`config.mk`:
```
export PLATFORM = sky130hd
export DESIGN_NAME = longest_prefix_route_lookup_flat
export DESIGN_NICKNAME = d
export VERILOG_FILES = /design/src/rtl/lpr_pkg.sv /design/src/rtl/lpr_if.sv /design/src/rtl/lpr_cell.sv /design/src/rtl/longest_prefix_route_lookup.sv /design/src/flat_wrapper.sv
export SDC_FILE = /design/constraint.sdc
export NUM_CORES = 2
export LEC_CHECK = 0
export BUFFER_PORTS_ARGS = -buffer_cell sky130_fd_sc_hd__buf_2
export CORE_MARGIN = 2
export CORE_UTILIZATION = 55
export CTS_CLUSTER_DIAMETER = 60
export DETAILED_ROUTE_END_ITERATION = 10
export GPL_ROUTABILITY_DRIVEN = 1
export GPL_TIMING_DRIVEN = 0
export PLACE_DENSITY_LB_ADDON = 0.12
export SLEW_MARGIN = 20
export SYNTH_ARGS = -nofsm -noshare
export SYNTH_HDL_FRONTEND = slang
export SYNTH_SLANG_ARGS = --single-unit
export TNS_END_PERCENT = 1
```
`constraint.sdc`:
```
create_clock -name i_clk -period 48.4 [get_ports i_clk]
set_input_delay 2.42 -clock i_clk [delete_from_list [all_inputs] [get_ports i_clk]]
set_output_delay 2.42 -clock i_clk [all_outputs]
set_load 0.01 [all_outputs]
```
`src/rtl/lpr_pkg.sv`:
```
// ============================================================================
// lpr_pkg
// Shared constants, codes and types for the longest-prefix route lookup.
// ============================================================================
package lpr_pkg;

    // Table geometry
    localparam int ENTRIES   = 16;
    localparam int NUM_PORTS = 4;
    localparam int SLOT_W    = (ENTRIES > 1) ? $clog2(ENTRIES) : 1;

    // Field widths
    localparam int ADDR_W  = 32;
    localparam int MAC_W   = 48;
    localparam int PORT_W  = 2;
    localparam int LEN_W   = 6;
    localparam int INDEX_W = 4;

    localparam logic [ADDR_W-1:0] ADDR_ONES = {ADDR_W{1'b1}};
    localparam logic [MAC_W-1:0]  MAC_ONES  = {MAC_W{1'b1}};

    // Command codes
    typedef enum logic {
        CMD_WRITE  = 1'b0,
        CMD_LOOKUP = 1'b1
    } t_cmd;

    // Item travelling down the cell chain. A write carries the route to
    // store; a lookup carries the best route found so far in mac/port/len.
    typedef struct packed {
        logic                vld;
        logic                lookup;
        logic                bcast;
        logic [SLOT_W-1:0]   idx;
        logic                wr_valid;
        logic [ADDR_W-1:0]   addr;
        logic [ADDR_W-1:0]   lead;
        logic [LEN_W-1:0]    len;
        logic [MAC_W-1:0]    mac;
        logic [PORT_W-1:0]   port;
        logic                found;
    } t_tok;

    // Thermometer of the leading run of ones: bit i set when all mask bits
    // from 31 down to i are ones. Each bit is an independent check.
    function automatic logic [ADDR_W-1:0] lead_run(input logic [ADDR_W-1:0] mask);
        logic [ADDR_W-1:0] run;
        logic [ADDR_W-1:0] low;
        for (int i = 0; i < ADDR_W; i++) begin
            low    = ~(ADDR_ONES << i);
            run[i] = &(mask | low);
        end
        return run;
    endfunction

endpackage

```
`src/rtl/lpr_if.sv`:
```
// ============================================================================
// lpr_req_if / lpr_rsp_if
// Valid/ready channels for lookup and write requests and for lookup results.
// ============================================================================
interface lpr_req_if;
    logic                         valid;
    logic                         ready;
    logic                         cmd;
    logic [lpr_pkg::INDEX_W-1:0]  entry_index;
    logic                         entry_valid;
    logic [lpr_pkg::ADDR_W-1:0]   addr;
    logic [lpr_pkg::ADDR_W-1:0]   prefix_mask;
    logic [lpr_pkg::MAC_W-1:0]    hop_mac;
    logic [lpr_pkg::PORT_W-1:0]   port_in;

    modport source (output valid, cmd, entry_index, entry_valid, addr, prefix_mask,
                    hop_mac, port_in, input ready);
    modport sink   (input valid, cmd, entry_index, entry_valid, addr, prefix_mask,
                    hop_mac, port_in, output ready);
endinterface

interface lpr_rsp_if;
    logic                         valid;
    logic                         ready;
    logic                         hit;
    logic                         broadcast;
    logic [lpr_pkg::MAC_W-1:0]    next_hop;
    logic [lpr_pkg::PORT_W-1:0]   out_port;
    logic [lpr_pkg::LEN_W-1:0]    prefix_len;

    modport source (output valid, hit, broadcast, next_hop, out_port, prefix_len,
                    input ready);
    modport sink   (input valid, hit, broadcast, next_hop, out_port, prefix_len,
                    output ready);
endinterface

```
`src/rtl/lpr_cell.sv`:
```
// ============================================================================
// lpr_cell
// One route slot of the chain: stores its route and scores each passing
// lookup against it, handing the item on to the next cell.
// ============================================================================
module lpr_cell (
    input  logic                        i_clk,
    input  logic                        i_rst_n,
    input  logic                        i_adv,
    input  logic [lpr_pkg::SLOT_W-1:0]  i_slot_id,
    input  lpr_pkg::t_tok               i_tok,
    output lpr_pkg::t_tok               o_tok
);

    logic                          r_slot_valid;
    logic [lpr_pkg::ADDR_W-1:0]    r_prefix;
    logic [lpr_pkg::ADDR_W-1:0]    r_lead;
    logic [lpr_pkg::LEN_W-1:0]     r_len;
    logic [lpr_pkg::MAC_W-1:0]     r_mac;
    logic [lpr_pkg::PORT_W-1:0]    r_port;
    lpr_pkg::t_tok                 r_tok;
    lpr_pkg::t_tok                 n_tok;

    logic wr_here;
    logic better;

    assign wr_here = i_tok.vld && !i_tok.lookup && (i_tok.idx == i_slot_id);

    // Strictly longer wins, so earlier (lower) slots keep ties
    assign better = i_tok.vld && i_tok.lookup && !i_tok.bcast && r_slot_valid
                 && (((i_tok.addr ^ r_prefix) & r_lead) == '0)
                 && (!i_tok.found || (r_len > i_tok.len));

    // Score the passing item
    always_comb begin
        n_tok = i_tok;
        if (better) begin
            n_tok.found = 1'b1;
            n_tok.len   = r_len;
            n_tok.mac   = r_mac;
            n_tok.port  = r_port;
        end
    end

    // Slot storage
    always_ff @(posedge i_clk) begin
        if (!i_rst_n) begin
            r_slot_valid <= 1'b0;
        end else if (i_adv && wr_here) begin
            r_slot_valid <= i_tok.wr_valid;
        end
    end

    always_ff @(posedge i_clk) begin
        if (i_adv && wr_here) begin
            r_prefix <= i_tok.addr;
            r_lead   <= i_tok.lead;
            r_len    <= i_tok.len;
            r_mac    <= i_tok.mac;
            r_port   <= i_tok.port;
        end
    end

    // Hand-off register to the next cell
    always_ff @(posedge i_clk) begin
        if (!i_rst_n) begin
            r_tok.vld <= 1'b0;
        end else if (i_adv) begin
            r_tok <= n_tok;
        end
    end

    assign o_tok = r_tok;

endmodule

```
`src/rtl/longest_prefix_route_lookup.sv`:
```
// ============================================================================
// longest_prefix_route_lookup
// Longest-prefix IPv4 route table built as a chain of slot cells.
// ============================================================================
//  channel  | dir | carries
//  ---------+-----+-----------------------------------------------------------
//  i_req    | in  | cmd, entry_index, entry_valid, addr, prefix_mask, hop_mac,
//           |     | port_in (write a slot or look up a destination)
//  o_rsp    | out | hit, broadcast, next_hop, out_port, prefix_len
//
// While the chain is not held, one item enters per cycle and each moves one
// cell per cycle through the hand-off registers into the result register.
// Writes share the chain, so each lookup sees exactly the writes before it.
// Synchronous reset clears all slot valid marks and empties the chain.
// When a result waits in the output register and o_rsp is not ready, the
// whole chain holds and i_req is not ready.
module longest_prefix_route_lookup (
    input  logic        i_clk,
    input  logic        i_rst_n,
    lpr_req_if.sink     i_req,
    lpr_rsp_if.source   o_rsp
);

    lpr_pkg::t_tok tok [0:lpr_pkg::ENTRIES];
    lpr_pkg::t_tok in_tok;
    lpr_pkg::t_tok last;

    logic                               adv;
    logic                               is_lookup;
    logic                               wr_ok;
    logic [lpr_pkg::ADDR_W-1:0]         run;

    logic                               r_out_vld;
    logic                               r_hit;
    logic                               r_bcast;
    logic [lpr_pkg::MAC_W-1:0]          r_mac;
    logic [lpr_pkg::PORT_W-1:0]         r_port;
    logic [lpr_pkg::LEN_W-1:0]          r_len;

    // Chain moves whenever the output register can take what falls out;
    // no transfer is taken while in reset
    assign adv         = !r_out_vld || o_rsp.ready;
    assign i_req.ready = adv && i_rst_n;

    assign is_lookup = (lpr_pkg::t_cmd'(i_req.cmd) == lpr_pkg::CMD_LOOKUP);
    assign wr_ok     = ({5'b0, i_req.entry_index} < 9'(lpr_pkg::ENTRIES))
                    && ({3'b0, i_req.port_in} < 5'(lpr_pkg::NUM_PORTS));
    assign run       = lpr_pkg::lead_run(i_req.prefix_mask);

    // Build the item for the first cell; out-of-range writes are dropped
    always_comb begin
        in_tok          = '0;
        in_tok.vld      = i_req.valid && (is_lookup || wr_ok);
        in_tok.lookup   = is_lookup;
        in_tok.bcast    = (i_req.addr == lpr_pkg::ADDR_ONES);
        in_tok.idx      = lpr_pkg::SLOT_W'({{lpr_pkg::SLOT_W{1'b0}}, i_req.entry_index});
        in_tok.wr_valid = i_req.entry_valid;
        in_tok.addr     = i_req.addr;
        in_tok.found    = 1'b0;
        if (!is_lookup) begin
            in_tok.lead = run;
            in_tok.len  = lpr_pkg::LEN_W'($countones(run));
            in_tok.mac  = i_req.hop_mac;
            in_tok.port = i_req.port_in;
        end
    end

    assign tok[0] = in_tok;

    // Row of slot cells
    for (genvar k = 0; k < lpr_pkg::ENTRIES; k++) begin : g_cell
        lpr_cell u_cell (
            .i_clk     (i_clk),
            .i_rst_n   (i_rst_n),
            .i_adv     (adv),
            .i_slot_id (lpr_pkg::SLOT_W'(k)),
            .i_tok     (tok[k]),
            .o_tok     (tok[k+1])
        );
    end

    assign last = tok[lpr_pkg::ENTRIES];

    // Result register: lookups that leave the chain; writes end here
    always_ff @(posedge i_clk) begin
        if (!i_rst_n) begin
            r_out_vld <= 1'b0;
        end else if (adv) begin
            r_out_vld <= last.vld && last.lookup;
        end
    end

    always_ff @(posedge i_clk) begin
        if (adv) begin
            r_bcast <= last.bcast;
            r_hit   <= !last.bcast && last.found;
            r_mac   <= last.bcast ? lpr_pkg::MAC_ONES : (last.found ? last.mac : '0);
            r_port  <= (!last.bcast && last.found) ? last.port : '0;
            r_len   <= (!last.bcast && last.found) ? last.len  : '0;
        end
    end

    assign o_rsp.valid      = r_out_vld;
    assign o_rsp.hit        = r_hit;
    assign o_rsp.broadcast  = r_bcast;
    assign o_rsp.next_hop   = r_mac;
    assign o_rsp.out_port   = r_port;
    assign o_rsp.prefix_len = r_len;

endmodule

```
`src/flat_wrapper.sv`:
```
// flat-port wrapper written by rule: the top's interface ports become plain ports
module longest_prefix_route_lookup_flat 
  (i_clk, i_rst_n, i_req_valid, i_req_cmd, i_req_entry_index, i_req_entry_valid, i_req_addr, i_req_prefix_mask, i_req_hop_mac, i_req_port_in, i_req_ready, o_rsp_valid, o_rsp_hit, o_rsp_broadcast, o_rsp_next_hop, o_rsp_out_port, o_rsp_prefix_len, o_rsp_ready);
  lpr_req_if i_req_i ();
  lpr_rsp_if o_rsp_i ();
  input  logic i_clk;
  input  logic i_rst_n;
  input wire logic [$bits(i_req_i.valid)-1:0] i_req_valid;
  input wire logic [$bits(i_req_i.cmd)-1:0] i_req_cmd;
  input wire logic [$bits(i_req_i.entry_index)-1:0] i_req_entry_index;
  input wire logic [$bits(i_req_i.entry_valid)-1:0] i_req_entry_valid;
  input wire logic [$bits(i_req_i.addr)-1:0] i_req_addr;
  input wire logic [$bits(i_req_i.prefix_mask)-1:0] i_req_prefix_mask;
  input wire logic [$bits(i_req_i.hop_mac)-1:0] i_req_hop_mac;
  input wire logic [$bits(i_req_i.port_in)-1:0] i_req_port_in;
  output wire logic [$bits(i_req_i.ready)-1:0] i_req_ready;
  output wire logic [$bits(o_rsp_i.valid)-1:0] o_rsp_valid;
  output wire logic [$bits(o_rsp_i.hit)-1:0] o_rsp_hit;
  output wire logic [$bits(o_rsp_i.broadcast)-1:0] o_rsp_broadcast;
  output wire logic [$bits(o_rsp_i.next_hop)-1:0] o_rsp_next_hop;
  output wire logic [$bits(o_rsp_i.out_port)-1:0] o_rsp_out_port;
  output wire logic [$bits(o_rsp_i.prefix_len)-1:0] o_rsp_prefix_len;
  input wire logic [$bits(o_rsp_i.ready)-1:0] o_rsp_ready;
  assign i_req_i.valid = i_req_valid;
  assign i_req_i.cmd = i_req_cmd;
  assign i_req_i.entry_index = i_req_entry_index;
  assign i_req_i.entry_valid = i_req_entry_valid;
  assign i_req_i.addr = i_req_addr;
  assign i_req_i.prefix_mask = i_req_prefix_mask;
  assign i_req_i.hop_mac = i_req_hop_mac;
  assign i_req_i.port_in = i_req_port_in;
  assign i_req_ready = i_req_i.ready;
  assign o_rsp_valid = o_rsp_i.valid;
  assign o_rsp_hit = o_rsp_i.hit;
  assign o_rsp_broadcast = o_rsp_i.broadcast;
  assign o_rsp_next_hop = o_rsp_i.next_hop;
  assign o_rsp_out_port = o_rsp_i.out_port;
  assign o_rsp_prefix_len = o_rsp_i.prefix_len;
  assign o_rsp_i.ready = o_rsp_ready;
  longest_prefix_route_lookup u_core (.i_clk(i_clk), .i_rst_n(i_rst_n), .i_req(i_req_i), .o_rsp(o_rsp_i));
endmodule
```
# After elaboration in Yosys (flattened, before gate mapping)
# Cells that the tools add are included.
word_totals:
  register_bits: 3990
  in_bits: 124
  output_inout_bits: 60
  wordCells: 630
op_classes:
  n_addsub: 31
  n_lt_le_gt_ge: 15
  eq_ne: 16
  mux: 18
  n_bitwise: 32
  n_reduce_logical: 244
ops:
  columns: ["cell", "count"]
  rows:
  - ["57-bit 2-to-1 mux", 16]
  - ["32-bit bitwise AND", 16]
  - ["32-bit zero test", 16]
  - ["32-bit bitwise XOR", 16]
  - ["1-bit logical AND", 130]
  - ["6-bit adder", 15]
  - ["6-bit > comparator", 15]
  - ["88-bit 2-to-1 mux", 1]
  - ["1-bit zero test", 49]
  - ["48-bit 2-to-1 mux", 1]
  - ["1-bit by 1-bit adder with 2-bit output", 16]
  - ["32-bit == test, second input constant", 1]
  - ["4-bit == test, second input constant", 8]
  - ["32-bit AND reduction", 1]
  - ["31-bit AND reduction", 1]
  - ["30-bit AND reduction", 1]
  - ["29-bit AND reduction", 1]
  - ["28-bit AND reduction", 1]
  - ["27-bit AND reduction", 1]
  - ["26-bit AND reduction", 1]
  - ["25-bit AND reduction", 1]
  - ["24-bit AND reduction", 1]
  - ["23-bit AND reduction", 1]
  - ["22-bit AND reduction", 1]
  - ["other kinds (25)", 45]

# Longest topological paths before layout
logic_depth:
  ltp_word: 8
  mapped_depth: 23
  ltp_nobuf: 23

# Modules after synthesis
# Synthesis repeated with hierarchy kept, for this count alone.
unflattened:
  hier_cells: 6851
  hier_area_um2: 148416.1
modules_own_cells:
  columns: ["mod", "n_inst", "cells_each", "area_each_um2", "seq_area_each_um2"]
  rows:
  - ["lpr_cell", 16, 404, 9024.9, 7487.2]
  - ["longest_prefix_route_lookup", 1, 387, 4017.6, 1761.7]

# Worst setup path after synthesis
# No wires, ideal clock.
synth_timing:
  path_type: "input port to flip-flop"
  from: "input o_rsp_ready"
  to: "register u_core.g_cell[0].u_cell.r_tok (netlist bit u_core.g_cell[0].u_cell.o_tok[0]), enable pin"
  setup_ns: 2.610
  arrival_time_ns: 48.961
  slack_ns: -3.171
  stages: 5
  path_buffers: 2
  cell_sequence: "nor2b_1 -> clkbuf_1 -> clkinv_1 -> clkbuf_1 -> and2_1"
synth_via:
  elab_chain_cells: 2
synth_lines:
  columns: ["element", "line_no", "source"]
  rows:
  - ["from (decl)", "flat_wrapper.sv:23", "input wire logic [$bits(o_rsp_i.ready)-1:0] o_rsp_ready;"]
  - ["1-bit logical OR", "longest_prefix_route_lookup.sv:42", "assign adv = !r_out_vld || o_rsp.ready;"]
  - ["via u_core.adv", "longest_prefix_route_lookup.sv:28", "logic adv;"]
  - ["2-bit AND reduction (no line)", null, null]
  - ["to (signal assigned)", "lpr_cell.sv:69", "r_tok <= n_tok;"]
  - ["to (decl)", "lpr_cell.sv:21", "lpr_pkg::t_tok r_tok;"]
# The timed path passes the listed nets, and every way through them passes these cells.
# A chain may end at the register's enable or synchronous reset.

# Final worst setup path
layout_timing:
  from: "input o_rsp_ready"
  to: "output i_req_ready"
layout_via:
  elab_chain_cells: 2
layout_lines:
  columns: ["element", "line_no", "source"]
  rows:
  - ["1-bit logical OR", "longest_prefix_route_lookup.sv:42", null]
  - ["via u_core.adv", "longest_prefix_route_lookup.sv:28", null]
  - ["1-bit logical AND", "longest_prefix_route_lookup.sv:43", "assign i_req.ready = adv && i_rst_n;"]
  - ["to (decl)", "flat_wrapper.sv:16", "output wire logic [$bits(i_req_i.ready)-1:0] i_req_ready;"]
# The timed path passes the listed nets, and every way through them passes these cells.

==> reports/metrics.cfg <==
[grt]
grt_overflow = 0
grt_max_degree = 63
grt_pass1_wl_um = 342000
grt_usage_pct = 16.4
antenna_found_initial = 1
grt_pass1_vias = 60400

[setup_path]
cpMaxStageDelayCell = and2_4
crit_buf_inv = 14
critical_path_required_ps = 45980
crit_type = in -> out
start_kind = primary input
crit_chain = buf_2 -> nor2b_1 -> clkbuf_1 -> clkinv_1 -> clkbuf_4 -> and2_4 -> buf_12 -> buf_16 -> buf_16 -> buf_16 -> buf_16 -> buf_16 -> buf_12 -> buf_12 -> buf_16 -> buf_2
cp-end-kind = output pin
critical-path-top-delay-family = buffers and inverters
crit_start = o_rsp_ready
timing.rr.start = u_core.o_rsp.valid
critPathMaxFanout = 61
max_stage_delay_ps = 570
crit_top_cell = buf_16
arrival_ps = 7260

[clock_tree]
clk_latency_ps = 940
htree_levels = 5
cts.clk_slew.worst_paths_ps = 60
cts.sinks = 3990
postCtsHoldBufs = 0
ctsRootBufferMaster = clkbuf_16
post-cts-setup-buffers = 0
cts_resized = 0
cts_tree = yes
cts-buffers-inserted = 405
clockBufferDepth = 4

[timing]
final_max_slew_viol_count = 0
finalSetupTns_ps = 0
finalHoldViolations = 0
finalWorstSetupSlack_ps = 38720
holdWs_ps = 410
period_share_pct = 20.0
fmax_mhz = 103
tightestPinTransition_ps = 1020
max-slew-margin-rel_pct = 31.3
min_period_ps = 9680
setup_viol = 0
fin_skew_ps = 56.0
rsz0062_at_grt = no

[yosys]
ys_types = 49
ys.flop_type = edfxtp_1
syn_area_per_cell_um2 = 21.3
yosys_warnings = 0
synth-seq-area-share_pct = 83.6
async_flop_share_pct = 0
syn-instance-count = 6699
syn_nets = 6962
synth_edf_count = 3957
synthesis.area_um2 = 143000
ys_ff_latch = 3990

[placed_design]
port-buffer-count = 183
dp_worst_setup_slack_ps = 38730
hpwl_um = 150000
gp_congestion = 0.870

[run_status]
status = finished, final reports clean

[floorplan]
rows = 187
io_pins = 184
die-area_um2 = 264000
initial_core_util_pct = 55.2
die_height_um = 514
fp.dieW_um = 514
core_area_um2 = 259000

[layout]
area_growth_pct = 14.1
layout_common_cells = edfxtp_1 (3,957), mux2_2 (800), xor2_1 (513), clkbuf_16 (409), buf_2 (240)
nFillCells = 17500
finalCoreUtilization_pct = 63.0
final_common_cell = edfxtp_1
final_nets = 7777
drive_gt1_share_pct = 23.9

[min_path]
hold_path.class = reg -> reg
hp-start = u_core.g_cell[14].u_cell.o_tok[83]

[flow_run]
max_cap_violations = 0

[power_and_ir_drop]
powerDensity_nw_per_um2 = 43.0
p_leak_nw = 56.5
ir_worst_vdd_uv = 40.0

[routing]
antenna_left = 0
finalWirelength_um = 214000
avgViaCountPerCell = 5.13
drc = 0
drtPass1Iterations = 5
routedWlPerCell_um = 19.1
dr_total_vias = 57500
drt_iter0_markers = 3128

cells in the mapped netlist, types with 33 or more instances:
library cell | number | area [um2]
nand3_1 | 36 | 180
nand2_1 | 76 | 285
buf_2 | 57 | 285
a21oi_1 | 46 | 230
mux2_2 | 800 | 9010
edfxtp_1 | 3957 | 119000
nand4_1 | 78 | 488
dfxtp_1 | 33 | 661
mux2_4 | 40 | 601
nor2b_1 | 91 | 569
xor2_1 | 513 | 4490
ha_1 | 113 | 1410
clkbuf_1 | 52 | 195
a21o_1 | 129 | 968
nor3_1 | 40 | 200
a22oi_1 | 156 | 1170
inv_1 | 172 | 646
per-layer routing:
| layer | wire (um) | GRT usage (%) |
|---|---|---|
| met5 | 0 | 0 |
| met4 | 7710 | 6.33 |
| met3 | 6900 | 2.57 |
| met2 | 107000 | 27.9 |
| met1 | 93200 | 21.5 |
cell families (layout without fill, tap and decap cells):
logic type | after synthesis | count (layout) | synth area share [%]
AND/OR/NAND/NOR | 441 | 441 | 1.76
AO/OA/AOI/OAI | 462 | 462 | 2.42
multiplexers | 856 | 856 | 6.84
XOR/XNOR | 516 | 516 | 3.16
other | 0 | 2 | 0
adder cells (fa/ha/maj) | 139 | 139 | 1.35
flip-flops | 3990 | 3990 | 83.6
buffers and inverters | 295 | 1419 | 0.872
metrics by stage:
step           std cells  total power, mW  instance area [um2]
5_1_grt            11200             7.27               163000
3_3_place_gp       10300             4.29               148000
4_1_cts            11200             7.11               163000
6_report           11200             7.02               163000
2_1_floorplan       6699             4.19               143000
3_5_place_dp       10500             4.20               151000
state kept, by name, indices dropped and copies added, names as in the netlist:
name / count
u_core.g_cell.u_cell.o_tok: 1995
u_core.g_cell.u_cell.r_mac: 768
u_core.g_cell.u_cell.r_lead: 512
u_core.g_cell.u_cell.r_prefix: 512
u_core.g_cell.u_cell.r_len: 96
u_core.o_rsp.next_hop: 48
u_core.g_cell.u_cell.r_port: 32
u_core.g_cell.u_cell.r_slot_valid: 16
u_core.o_rsp.prefix_len: 6
u_core.o_rsp.out_port: 2
u_core.o_rsp.broadcast: 1
u_core.o_rsp.hit: 1
u_core.o_rsp.valid: 1
area by class of cell:
cell class | instances | area [um2] | share of cell area, %
Multi-Input combinational cell | 2414 | 22300 | 13.7
Timing Repair Buffer | 408 | 3370 | 2.07
Sequential cell | 3990 | 119000 | 73.3
Inverter | 173 | 649 | 0.398
Tap cell | 3402 | 4260 | 2.61
Clock buffer | 511 | 10600 | 6.53
Clock inverter | 205 | 1780 | 1.09
Buffer | 122 | 602 | 0.369
Antenna cell | 2 | 5.00 | 0.00307
report_power, final:
part | total [mW] | internal [mW] | switching [mW]
clock | 2.89 | 1.71 | 1.19
sequential | 3.98 | 3.92 | 0.0662
combinational | 0.143 | 0.0647 | 0.0779
total | 7.02 | 5.69 | 1.33
worst paths after layout:
path	end	slack (ps)	cells past startpoint
setup / recovery	i_req_ready	38720	16
hold / removal	u_core.g_cell[15].u_cell.r_lead[26]	410	0
setup reg to reg	u_core.g_cell[15].u_cell.o_tok[30]	43130	14
hold reg to reg	u_core.g_cell[15].u_cell.r_lead[26]	410	0
worst register-to-register path, stage by stage (launching register included):
cell      delay, ps
dfxtp_1         300
nor2b_1         120
clkbuf_1        280
clkinv_1        370
clkbuf_4        400
and2_4          570
buf_12          300
buf_16          320
buf_16          310
buf_16          320
buf_16          330
buf_16          350
buf_12          310
buf_12          280
buf_16          300
Note: power is estimated with default switching activity, not from simulation.
